--- src/hw/rtl/swyh_pkg.sv ---
// Package for the streaming wyhash-style 64-bit hash block.
// Holds the hash secrets, the byte counter width and tail buffer sizes.
// No dependencies.
package swyh_pkg;

   // Width of the message byte counter; the count wraps at 2^COUNT_BITS
   localparam int COUNT_BITS = 64;

   // Bytes folded per block and index width into the tail buffer
   localparam int BLOCK_BYTES   = 16;
   localparam int TAIL_IDX_BITS = $clog2(BLOCK_BYTES);
   localparam int FILL_BITS     = TAIL_IDX_BITS + 1;

   // Hash secrets
   localparam logic [63:0] SECRET0 = 64'ha0761d6478bd642f;
   localparam logic [63:0] SECRET1 = 64'he7037ed1a0b428db;

endpackage

--- src/hw/rtl/streaming_wyhash64_top.sv ---
// Streaming wyhash-style 64-bit hash: top level with sequencer, tail buffer and
// a shared 32x32 multiplier that builds each 64x64 -> 128-bit product.
// Depends on swyh_pkg.

// A request carries one message byte (req_has_byte = 1) or none, and req_last
// ends the message; the 64-bit hash then appears on rsp_hash_value. A byte
// that goes into a tail buffer with room leaves the sequencer idle, so bytes
// stream in at one per clock while the buffer has room. The 17th, 33rd and
// every later 16th byte of a message first folds the 16 held bytes into the
// seed: that request loads the operands and then runs one 64x64 product. A
// request with req_last reads the tail words out of the buffer one byte a
// cycle, runs two 64x64 products and rebuilds the initial seed; the second
// product waits as long as an earlier hash is still stalled. After reset the
// block computes the initial seed before it takes its first request. Every
// product goes through the one 32x32 multiplier, four partial products per
// 64x64 multiply. A finished hash waits in an output register, so the next
// message can start while the hash is still stalled.
module streaming_wyhash64_top
   import swyh_pkg::*;
(
   input  logic        clock,
   input  logic        reset,
   // request channel
   input  logic        req_valid,
   output logic        req_stall,
   input  logic [7:0]  req_byte_value,
   input  logic        req_has_byte,
   input  logic        req_last,
   // response channel
   output logic        rsp_valid,
   input  logic        rsp_stall,
   output logic [63:0] rsp_hash_value
);

   typedef enum logic [1:0] {
      ST_IDLE,
      ST_GATHER,
      ST_MUL
   } state_type;

   // What the multiply in flight is for
   typedef enum logic [1:0] {
      PH_INIT,
      PH_ABSORB,
      PH_FIN1,
      PH_FIN2
   } phase_type;

   localparam logic [2:0] MUL_DONE = 3'd4;
   localparam logic [TAIL_IDX_BITS-1:0] GATHER_LAST = '1;
   localparam logic [FILL_BITS-1:0] FILL_FULL = FILL_BITS'(BLOCK_BYTES);

   state_type                state_ff,     state_in;
   phase_type                phase_ff,     phase_in;
   logic [2:0]               mul_step_ff,  mul_step_in;
   logic [63:0]              op_a_ff,      op_a_in;
   logic [63:0]              op_b_ff,      op_b_in;
   logic [63:0]              prod_ff,      prod_in;
   logic [127:0]             acc_ff,       acc_in;
   logic [63:0]              seed_ff,      seed_in;
   logic [COUNT_BITS-1:0]    count_ff,     count_in;
   logic [FILL_BITS-1:0]     fill_ff,      fill_in;
   logic [TAIL_IDX_BITS-1:0] gat_ff,       gat_in;
   logic [127:0]             ab_ff,        ab_in;
   logic [7:0]               pend_byte_ff, pend_byte_in;
   logic                     pend_last_ff, pend_last_in;
   logic                     rsp_valid_ff, rsp_valid_in;
   logic [63:0]              rsp_hash_ff,  rsp_hash_in;

   logic [7:0] tail_ff [BLOCK_BYTES];
   logic                     tail_we;
   logic [TAIL_IDX_BITS-1:0] tail_wa;
   logic [7:0]               tail_wd;

   logic                     req_accept;
   logic [31:0]              mul_a;
   logic [31:0]              mul_b;
   logic [127:0]             prod_sh;
   logic [127:0]             acc_sum;
   logic [63:0]              mix_out;
   logic [63:0]              blk_lo;
   logic [63:0]              blk_hi;
   logic [FILL_BITS-1:0]     off;
   logic [FILL_BITS-1:0]     gat_base;
   logic [FILL_BITS-1:0]     gat_addr;
   logic                     gat_zero;
   logic [7:0]               gat_byte;
   logic [127:0]             ab_next;
   logic                     out_free;

   assign req_stall      = (state_ff != ST_IDLE);
   assign req_accept     = req_valid && (state_ff == ST_IDLE);
   assign rsp_valid      = rsp_valid_ff;
   assign rsp_hash_value = rsp_hash_ff;
   assign out_free       = !rsp_valid_ff || !rsp_stall;

   // Pick the 32-bit halves for this partial product
   always_comb begin
      mul_a = ((mul_step_ff == 3'd2) || (mul_step_ff == 3'd3)) ? op_a_ff[63:32]
                                                               : op_a_ff[31:0];
      mul_b = ((mul_step_ff == 3'd1) || (mul_step_ff == 3'd3)) ? op_b_ff[63:32]
                                                               : op_b_ff[31:0];
   end

   // Align the registered partial product issued in the previous step
   always_comb begin
      case (mul_step_ff)
         3'd1:     prod_sh = {64'd0, prod_ff};
         3'd2,
         3'd3:     prod_sh = {32'd0, prod_ff, 32'd0};
         3'd4:     prod_sh = {prod_ff, 64'd0};
         default:  prod_sh = '0;
      endcase
   end

   assign acc_sum = acc_ff + prod_sh;
   assign mix_out = acc_sum[63:0] ^ acc_sum[127:64];

   // Held block as two little-endian words
   always_comb begin
      for (int i = 0; i < 8; i++) begin
         blk_lo[i*8 +: 8] = tail_ff[i];
         blk_hi[i*8 +: 8] = tail_ff[i+8];
      end
   end

   // Tail word read-out: one byte a cycle into ab (a low, a high, b low, b high)
   always_comb begin
      off      = {1'b0, fill_ff[FILL_BITS-1:3], 2'b00};
      gat_zero = 1'b0;
      gat_base = '0;
      if (fill_ff >= FILL_BITS'(4)) begin
         case (gat_ff[3:2])
            2'd0:    gat_base = off;
            2'd1:    gat_base = '0;
            2'd2:    gat_base = fill_ff - FILL_BITS'(4) - off;
            2'd3:    gat_base = fill_ff - FILL_BITS'(4);
            default: gat_base = '0;
         endcase
         gat_addr = gat_base + FILL_BITS'(gat_ff[1:0]);
      end else begin
         // short message: bytes n-1, n/2 and 0 form the low 24 bits of a
         case (gat_ff)
            4'd0:    gat_addr = fill_ff - FILL_BITS'(1);
            4'd1:    gat_addr = fill_ff >> 1;
            4'd2:    gat_addr = '0;
            default: gat_addr = '0;
         endcase
         gat_zero = (fill_ff == '0) || (gat_ff > 4'd2);
      end
      gat_byte = gat_zero ? 8'd0 : tail_ff[gat_addr[TAIL_IDX_BITS-1:0]];
      ab_next  = {gat_byte, ab_ff[127:8]};
   end

   // Sequencer next state
   always_comb begin
      state_in     = state_ff;
      phase_in     = phase_ff;
      mul_step_in  = mul_step_ff;
      op_a_in      = op_a_ff;
      op_b_in      = op_b_ff;
      prod_in      = prod_ff;
      acc_in       = acc_ff;
      seed_in      = seed_ff;
      count_in     = count_ff;
      fill_in      = fill_ff;
      gat_in       = gat_ff;
      ab_in        = ab_ff;
      pend_byte_in = pend_byte_ff;
      pend_last_in = pend_last_ff;
      rsp_valid_in = rsp_valid_ff && rsp_stall;
      rsp_hash_in  = rsp_hash_ff;
      tail_we      = 1'b0;
      tail_wa      = fill_ff[TAIL_IDX_BITS-1:0];
      tail_wd      = req_byte_value;

      case (state_ff)
         ST_IDLE: begin
            if (req_accept) begin
               if (req_has_byte) begin
                  count_in = count_ff + COUNT_BITS'(1);
                  if (fill_ff == FILL_FULL) begin
                     // fold the held block, keep the new byte pending
                     pend_byte_in = req_byte_value;
                     pend_last_in = req_last;
                     op_a_in      = blk_lo ^ SECRET1;
                     op_b_in      = blk_hi ^ seed_ff;
                     phase_in     = PH_ABSORB;
                     mul_step_in  = '0;
                     state_in     = ST_MUL;
                  end else begin
                     tail_we = 1'b1;
                     fill_in = fill_ff + FILL_BITS'(1);
                     if (req_last) begin
                        gat_in   = '0;
                        state_in = ST_GATHER;
                     end
                  end
               end else if (req_last) begin
                  gat_in   = '0;
                  state_in = ST_GATHER;
               end
            end
         end

         ST_GATHER: begin
            ab_in  = ab_next;
            gat_in = gat_ff + TAIL_IDX_BITS'(1);
            if (gat_ff == GATHER_LAST) begin
               op_a_in     = ab_next[63:0] ^ SECRET1;
               op_b_in     = ab_next[127:64] ^ seed_ff;
               phase_in    = PH_FIN1;
               mul_step_in = '0;
               state_in    = ST_MUL;
            end
         end

         ST_MUL: begin
            if (mul_step_ff != MUL_DONE) begin
               // issue one partial product, accumulate the previous one
               prod_in     = 64'(mul_a) * 64'(mul_b);
               acc_in      = (mul_step_ff == '0) ? '0 : acc_sum;
               mul_step_in = mul_step_ff + 3'd1;
            end else begin
               case (phase_ff)
                  PH_INIT: begin
                     seed_in  = mix_out;
                     state_in = ST_IDLE;
                  end
                  PH_ABSORB: begin
                     seed_in = mix_out;
                     tail_we = 1'b1;
                     tail_wa = '0;
                     tail_wd = pend_byte_ff;
                     fill_in = FILL_BITS'(1);
                     gat_in  = '0;
                     state_in = pend_last_ff ? ST_GATHER : ST_IDLE;
                  end
                  PH_FIN1: begin
                     op_a_in     = acc_sum[63:0] ^ SECRET0 ^ 64'(count_ff);
                     op_b_in     = acc_sum[127:64] ^ SECRET1;
                     phase_in    = PH_FIN2;
                     mul_step_in = '0;
                  end
                  PH_FIN2: begin
                     // hold the finished product until the output slot frees
                     if (out_free) begin
                        rsp_valid_in = 1'b1;
                        rsp_hash_in  = mix_out;
                        count_in     = '0;
                        fill_in      = '0;
                        op_a_in      = SECRET0;
                        op_b_in      = SECRET1;
                        phase_in     = PH_INIT;
                        mul_step_in  = '0;
                     end
                  end
                  default: state_in = ST_IDLE;
               endcase
            end
         end

         default: state_in = ST_IDLE;
      endcase
   end

   // Hold state and registered outputs
   always_ff @(posedge clock) begin
      if (reset) begin
         state_ff     <= ST_MUL;
         phase_ff     <= PH_INIT;
         mul_step_ff  <= '0;
         op_a_ff      <= SECRET0;
         op_b_ff      <= SECRET1;
         count_ff     <= '0;
         fill_ff      <= '0;
         gat_ff       <= '0;
         pend_last_ff <= 1'b0;
         rsp_valid_ff <= 1'b0;
      end else begin
         state_ff     <= state_in;
         phase_ff     <= phase_in;
         mul_step_ff  <= mul_step_in;
         op_a_ff      <= op_a_in;
         op_b_ff      <= op_b_in;
         count_ff     <= count_in;
         fill_ff      <= fill_in;
         gat_ff       <= gat_in;
         pend_last_ff <= pend_last_in;
         rsp_valid_ff <= rsp_valid_in;
      end
      prod_ff      <= prod_in;
      acc_ff       <= acc_in;
      seed_ff      <= seed_in;
      ab_ff        <= ab_in;
      pend_byte_ff <= pend_byte_in;
      rsp_hash_ff  <= rsp_hash_in;
   end

   // Tail buffer write
   always_ff @(posedge clock) begin
      if (tail_we) begin
         tail_ff[tail_wa] <= tail_wd;
      end
   end

endmodule

--- config.mk ---
export PLATFORM = sky130hd
export DESIGN_NAME = streaming_wyhash64_top
export DESIGN_NICKNAME = d
export VERILOG_FILES = /design/src/hw/rtl/swyh_pkg.sv /design/src/hw/rtl/streaming_wyhash64_top.sv
export SDC_FILE = /design/constraint.sdc
export NUM_CORES = 2
export LEC_CHECK = 0
export BUFFER_PORTS_ARGS = -buffer_cell sky130_fd_sc_hd__buf_4
export CAP_MARGIN = 10
export CORE_MARGIN = 3
export CORE_UTILIZATION = 45
export CTS_CLUSTER_SIZE = 25
export DETAILED_ROUTE_END_ITERATION = 10
export GPL_TIMING_DRIVEN = 0
export PLACE_DENSITY = 0.71
export SLEW_MARGIN = 0
export SYNTH_ARGS = -nofsm -noshare
export SYNTH_HDL_FRONTEND = slang
export SYNTH_SLANG_ARGS = --single-unit
--- constraint.sdc ---
create_clock -name clock -period 9.7 [get_ports clock]
set_input_delay 0.97 -clock clock [delete_from_list [all_inputs] [get_ports clock]]
set_output_delay 0.97 -clock clock [all_outputs]
set_load 0.005 [all_outputs]
==> impl_table.tex <==
\begin{tabular}{lr}
\hline
Metric & Value \\
\hline
\multicolumn{2}{l}{\textbf{Setup path}} \\
Most used cell along the critical path & fa\_1 \\
CP arrival & approximately 10 ns \\
Category of the worst setup path capture point & flip-flop \\
CP Launch Type & flip-flop \\
CP max stage cell & fa\_1 \\
Worst Path Class, Setup & reg -> reg \\
Crit path max fanout & 10 \\
WP data required & 10.12 ns \\
Largest stage delay on the critical path & $\sim$0.60 ns \\
\multicolumn{2}{l}{\textbf{Run}} \\
\# Max-Cap Violations & 2 \\
\multicolumn{2}{l}{\textbf{Synthesis}} \\
Cell area after technology mapping & 75100 sq um \\
Sequential cell area fraction in the yosys report & 28.6\% \\
Multiplexer area fraction after synthesis & 2.35\% \\
Distinct cells, synth & 96 \\
Area fraction in and, or, nand and nor cells after synthesis & 15.3\% \\
Largest cells by area after synthesis & fa\_1 (24\%), edfxtp\_1 (23\%), ha\_1 (6.9\%), dfxtp\_1 (5.6\%), nor2\_1 (5.1\%) \\
Flip-flop and latch count after synthesis & just under 800 \\
Post-synthesis xor/xnor area fraction & 4.88\% \\
Synthesized instance count & approximately 8k \\
Combinational family with the most area after synthesis & adder cells \\
Yosys warnings & 0 \\
Post-Syn Area per Cell & 9.43 sq um \\
Most frequently used flop master after synthesis & edfxtp\_1 \\
Area share of the largest cell type after synthesis & 23.9\% \\
Asr flop ratio synth & 0\% \\
Share of the synthesized area in compound gates (AO/OA/AOI/OAI) & 11.2\% \\
Syn\_nets & 9289 \\
Number of flops mapped to enable cells by yosys & 576 \\
Biggest area consumer among synthesized cells & fa\_1 \\
Share of synthesized cell area in full adder, half adder and majority cells & 30.8\% \\
\multicolumn{2}{l}{\textbf{Detailed routing}} \\
Average via count per standard cell & 6.36 \\
Detailed-route wire length & 367000 microns \\
DRC violation total after the first TritonRoute iteration & just over 10k \\
Post-DR wirelength/cell & 34.8 microns \\
Post-detailed-route count of antenna-violating nets & 0 \\
Total number of vias & 67.0k \\
First drt pass iteration count & 7 \\
Post-route DRC & 0 \\
\multicolumn{2}{l}{\textbf{Placed design}} \\
IO Port Bufs & 78 \\
Post-detail-place hpwl & between 200000 and 300000 microns \\
Cell total after placement & $\sim$10k \\
Worst setup timing slack at the placement stage & -3.67 ns \\
GP Congestion & around 1.1 \\
\multicolumn{2}{l}{\textbf{STA}} \\
Highest Clock Rate & 0.103 GHz \\
Tightest hold margin & 0.418 ns \\
Worst-case setup margin in the final layout & 0.0292 ns \\
Setup TNS Final & 0 ns \\
Number of hold violations in the final report & 0 \\
Layout Skew & between 0.06 and 0.07 ns \\
Fin. max-slew vios & 6 \\
Total of endpoints with negative setup slack in the final report & 0 \\
Slew headroom & -2.67\% \\
Crit share post-route & 99.7\% \\
Min Tclk post-route & 9.67 ns \\
Slew at the pin closest to its max-slew limit & between 1.5 and 2 ns \\
\multicolumn{2}{l}{\textbf{GRT}} \\
Tot GR Track Use & 41.9\% \\
Total congestion overflow & 0 \\
Vias in the first global route & 64.1k \\
Initial antenna violation count & 43 \\
Pin count of the biggest net entering global routing & 115 \\
Wire length of the first global-routing pass & 501000 microns \\
\multicolumn{2}{l}{\textbf{Finish}} \\
Count of non-filler cells in the finished layout & 10.5k \\
Layout cell share with drive strength beyond 1 & 9.07\% \\
Area Growth Syn to Fin & 13.8\% \\
Most frequent standard cell in the layout excluding fill and tap cells & nor2\_1 \\
Commonest cells after routing, fill and taps aside & nor2\_1 (1020), inv\_1 (936), nand2\_1 (915) \\
Number of fill cells & 15.4k \\
Net total in the final layout & about 9.6k \\
\multicolumn{2}{l}{\textbf{CTS}} \\
Clock transition at the register clock pins on the worst setup and hold paths after CTS & roughly 0.07 ns \\
Clock buffers created by TritonCTS & roughly 80 \\
CTS Root Cell & clkbuf\_16 \\
Number of H-tree levels & 3 \\
Clock latency on the worst-skew pair & approximately 0.74 ns \\
Post-CTS Hold Buffers & 0 \\
CTS sink count & between 700 and 800 \\
Maximum number of buffers from clock root to sink & 3 \\
CTS tree & built \\
\multicolumn{2}{l}{\textbf{Die}} \\
Die width & 415 microns \\
Height of the chip & slightly above 400 microns \\
Top Ports & 80 \\
Die area & about 170000 sq um \\
Starting Density & 45.4\% \\
Number of standard-cell rows in the floorplan & 149 \\
Area of the placeable core & roughly 170000 sq um \\
\multicolumn{2}{l}{\textbf{Worst hold path}} \\
Hold crit path type & in -> reg \\
\multicolumn{2}{l}{\textbf{Status}} \\
Violated checks & capacitance limit, slew limit \\
Outcome & finished with violations \\
\hline
\end{tabular}
[repair_timing]
item                                   CTS  global route
cloned                                   1             2
gates resized for setup                488           214
endpoints found under the hold margin    0             0
pin swaps                                9            21
buffers inserted                        57            31
setup endpoints to repair               52            19
[per-stage QoR]
step,area [sq um],utilization [%]
floorplan,75100,-
global placement,78400,47.4
detailed placement,79200,47.9
CTS,84400,51.0
global route,85400,51.7
finish,85500,51.7
[per-layer routing]
| metal | vias up | GRT usage [%] | routed length [microns] |
|---|---|---|---|
| li1 | 27200 | - | - |
| met1 | 33800 | 56.3 | 141000 |
| met2 | 4974 | 57.3 | 146000 |
| met3 | 1071 | 17.2 | 54400 |
| met4 | 24 | 22.5 | 24600 |
| met5 | - | 0 | 293 |
[area by class of cell]
class	instances	area, sq um	area share, %
Antenna cell	26	65.1	0.0761
Buffer	408	2650	3.10
Clock buffer	105	2240	2.62
Clock inverter	49	689	0.806
Inverter	940	3540	4.14
Multi-Input combinational cell	5819	49900	58.4
Sequential cell	786	21500	25.2
Tap cell	2189	2740	3.20
Timing Repair Buffer	220	2170	2.54
[flip-flops by register name, indices dropped and copies added, names as in the netlist, 64 cells and up]
name	cells
ab_ff	120
acc_ff	128
count_ff	64
op_a_ff	64
op_b_ff	64
prod_ff	64
rsp_hash_value	64
seed_ff	64
tail_ff	128
[worst max-delay path, delay by kind of cell (launching register included)]
| kind | cells | cell delay, ns |
|---|---|---|
| AOI/OAI and AO/OA | 3 | 1.03 |
| adders and majority gates | 10 | 4.66 |
| xor gates and xnor gates | 1 | 0.17 |
| buffers and inverters | 9 | 1.09 |
| muxes | 1 | 0.25 |
| DFF | 1 | 0.38 |
| and+or+nand+nor | 7 | 1.72 |
[kinds of logic after synthesis]
group / after synthesis
simple gates: 2651
buf+inv: 1359
fa+ha+maj: 1311
compound gates: 1272
flops: 786
xor+xnor: 413
mux: 172
[cell usage after synthesis, types with 23 or more instances]
| master | count |
|---|---|
| xor2_1 | 179 |
| a22o_1 | 66 |
| nor3_1 | 78 |
| a21o_1 | 122 |
| mux2i_1 | 137 |
| buf_1 | 30 |
| edfxtp_1 | 576 |
| and2_1 | 126 |
| xnor2_1 | 231 |
| nand2_1 | 942 |
| o21ai_0 | 237 |
| o21bai_1 | 48 |
| a31oi_1 | 54 |
| mux2_2 | 33 |
| and3_1 | 89 |
| nor2b_1 | 24 |
| nand4_1 | 110 |
| clkbuf_1 | 365 |
| a211oi_1 | 31 |
| a21oi_1 | 364 |
| fa_1 | 898 |
| ha_1 | 413 |
| nor2_1 | 1025 |
| a221oi_1 | 62 |
| or3_1 | 30 |
| nor4_1 | 29 |
| inv_1 | 937 |
| o221ai_1 | 25 |
| o21a_1 | 23 |
| nand3_1 | 112 |
| a311oi_1 | 23 |
| dfxtp_1 | 210 |
[path summary, 6_finish.rpt]
kind	slack [ns]	depth (start not counted)	to	start
min reg2reg	0.45	0	ab_ff[17]$_DFFE_PP_	ab_ff[25]$_DFFE_PP_
max	0.03	31	prod_ff[53]$_DFFE_PP_	mul_step_ff[1]$_SDFFE_PP0P_
max reg2reg	0.03	31	prod_ff[53]$_DFFE_PP_	mul_step_ff[1]$_SDFFE_PP0P_
min	0.42	1	pend_byte_ff[6]$_DFFE_PP_	req_byte_value[6]
Power is left out: the tool's default activity adds up to more than one toggle a clock period on the data nets, which glitch-free logic cannot reach.
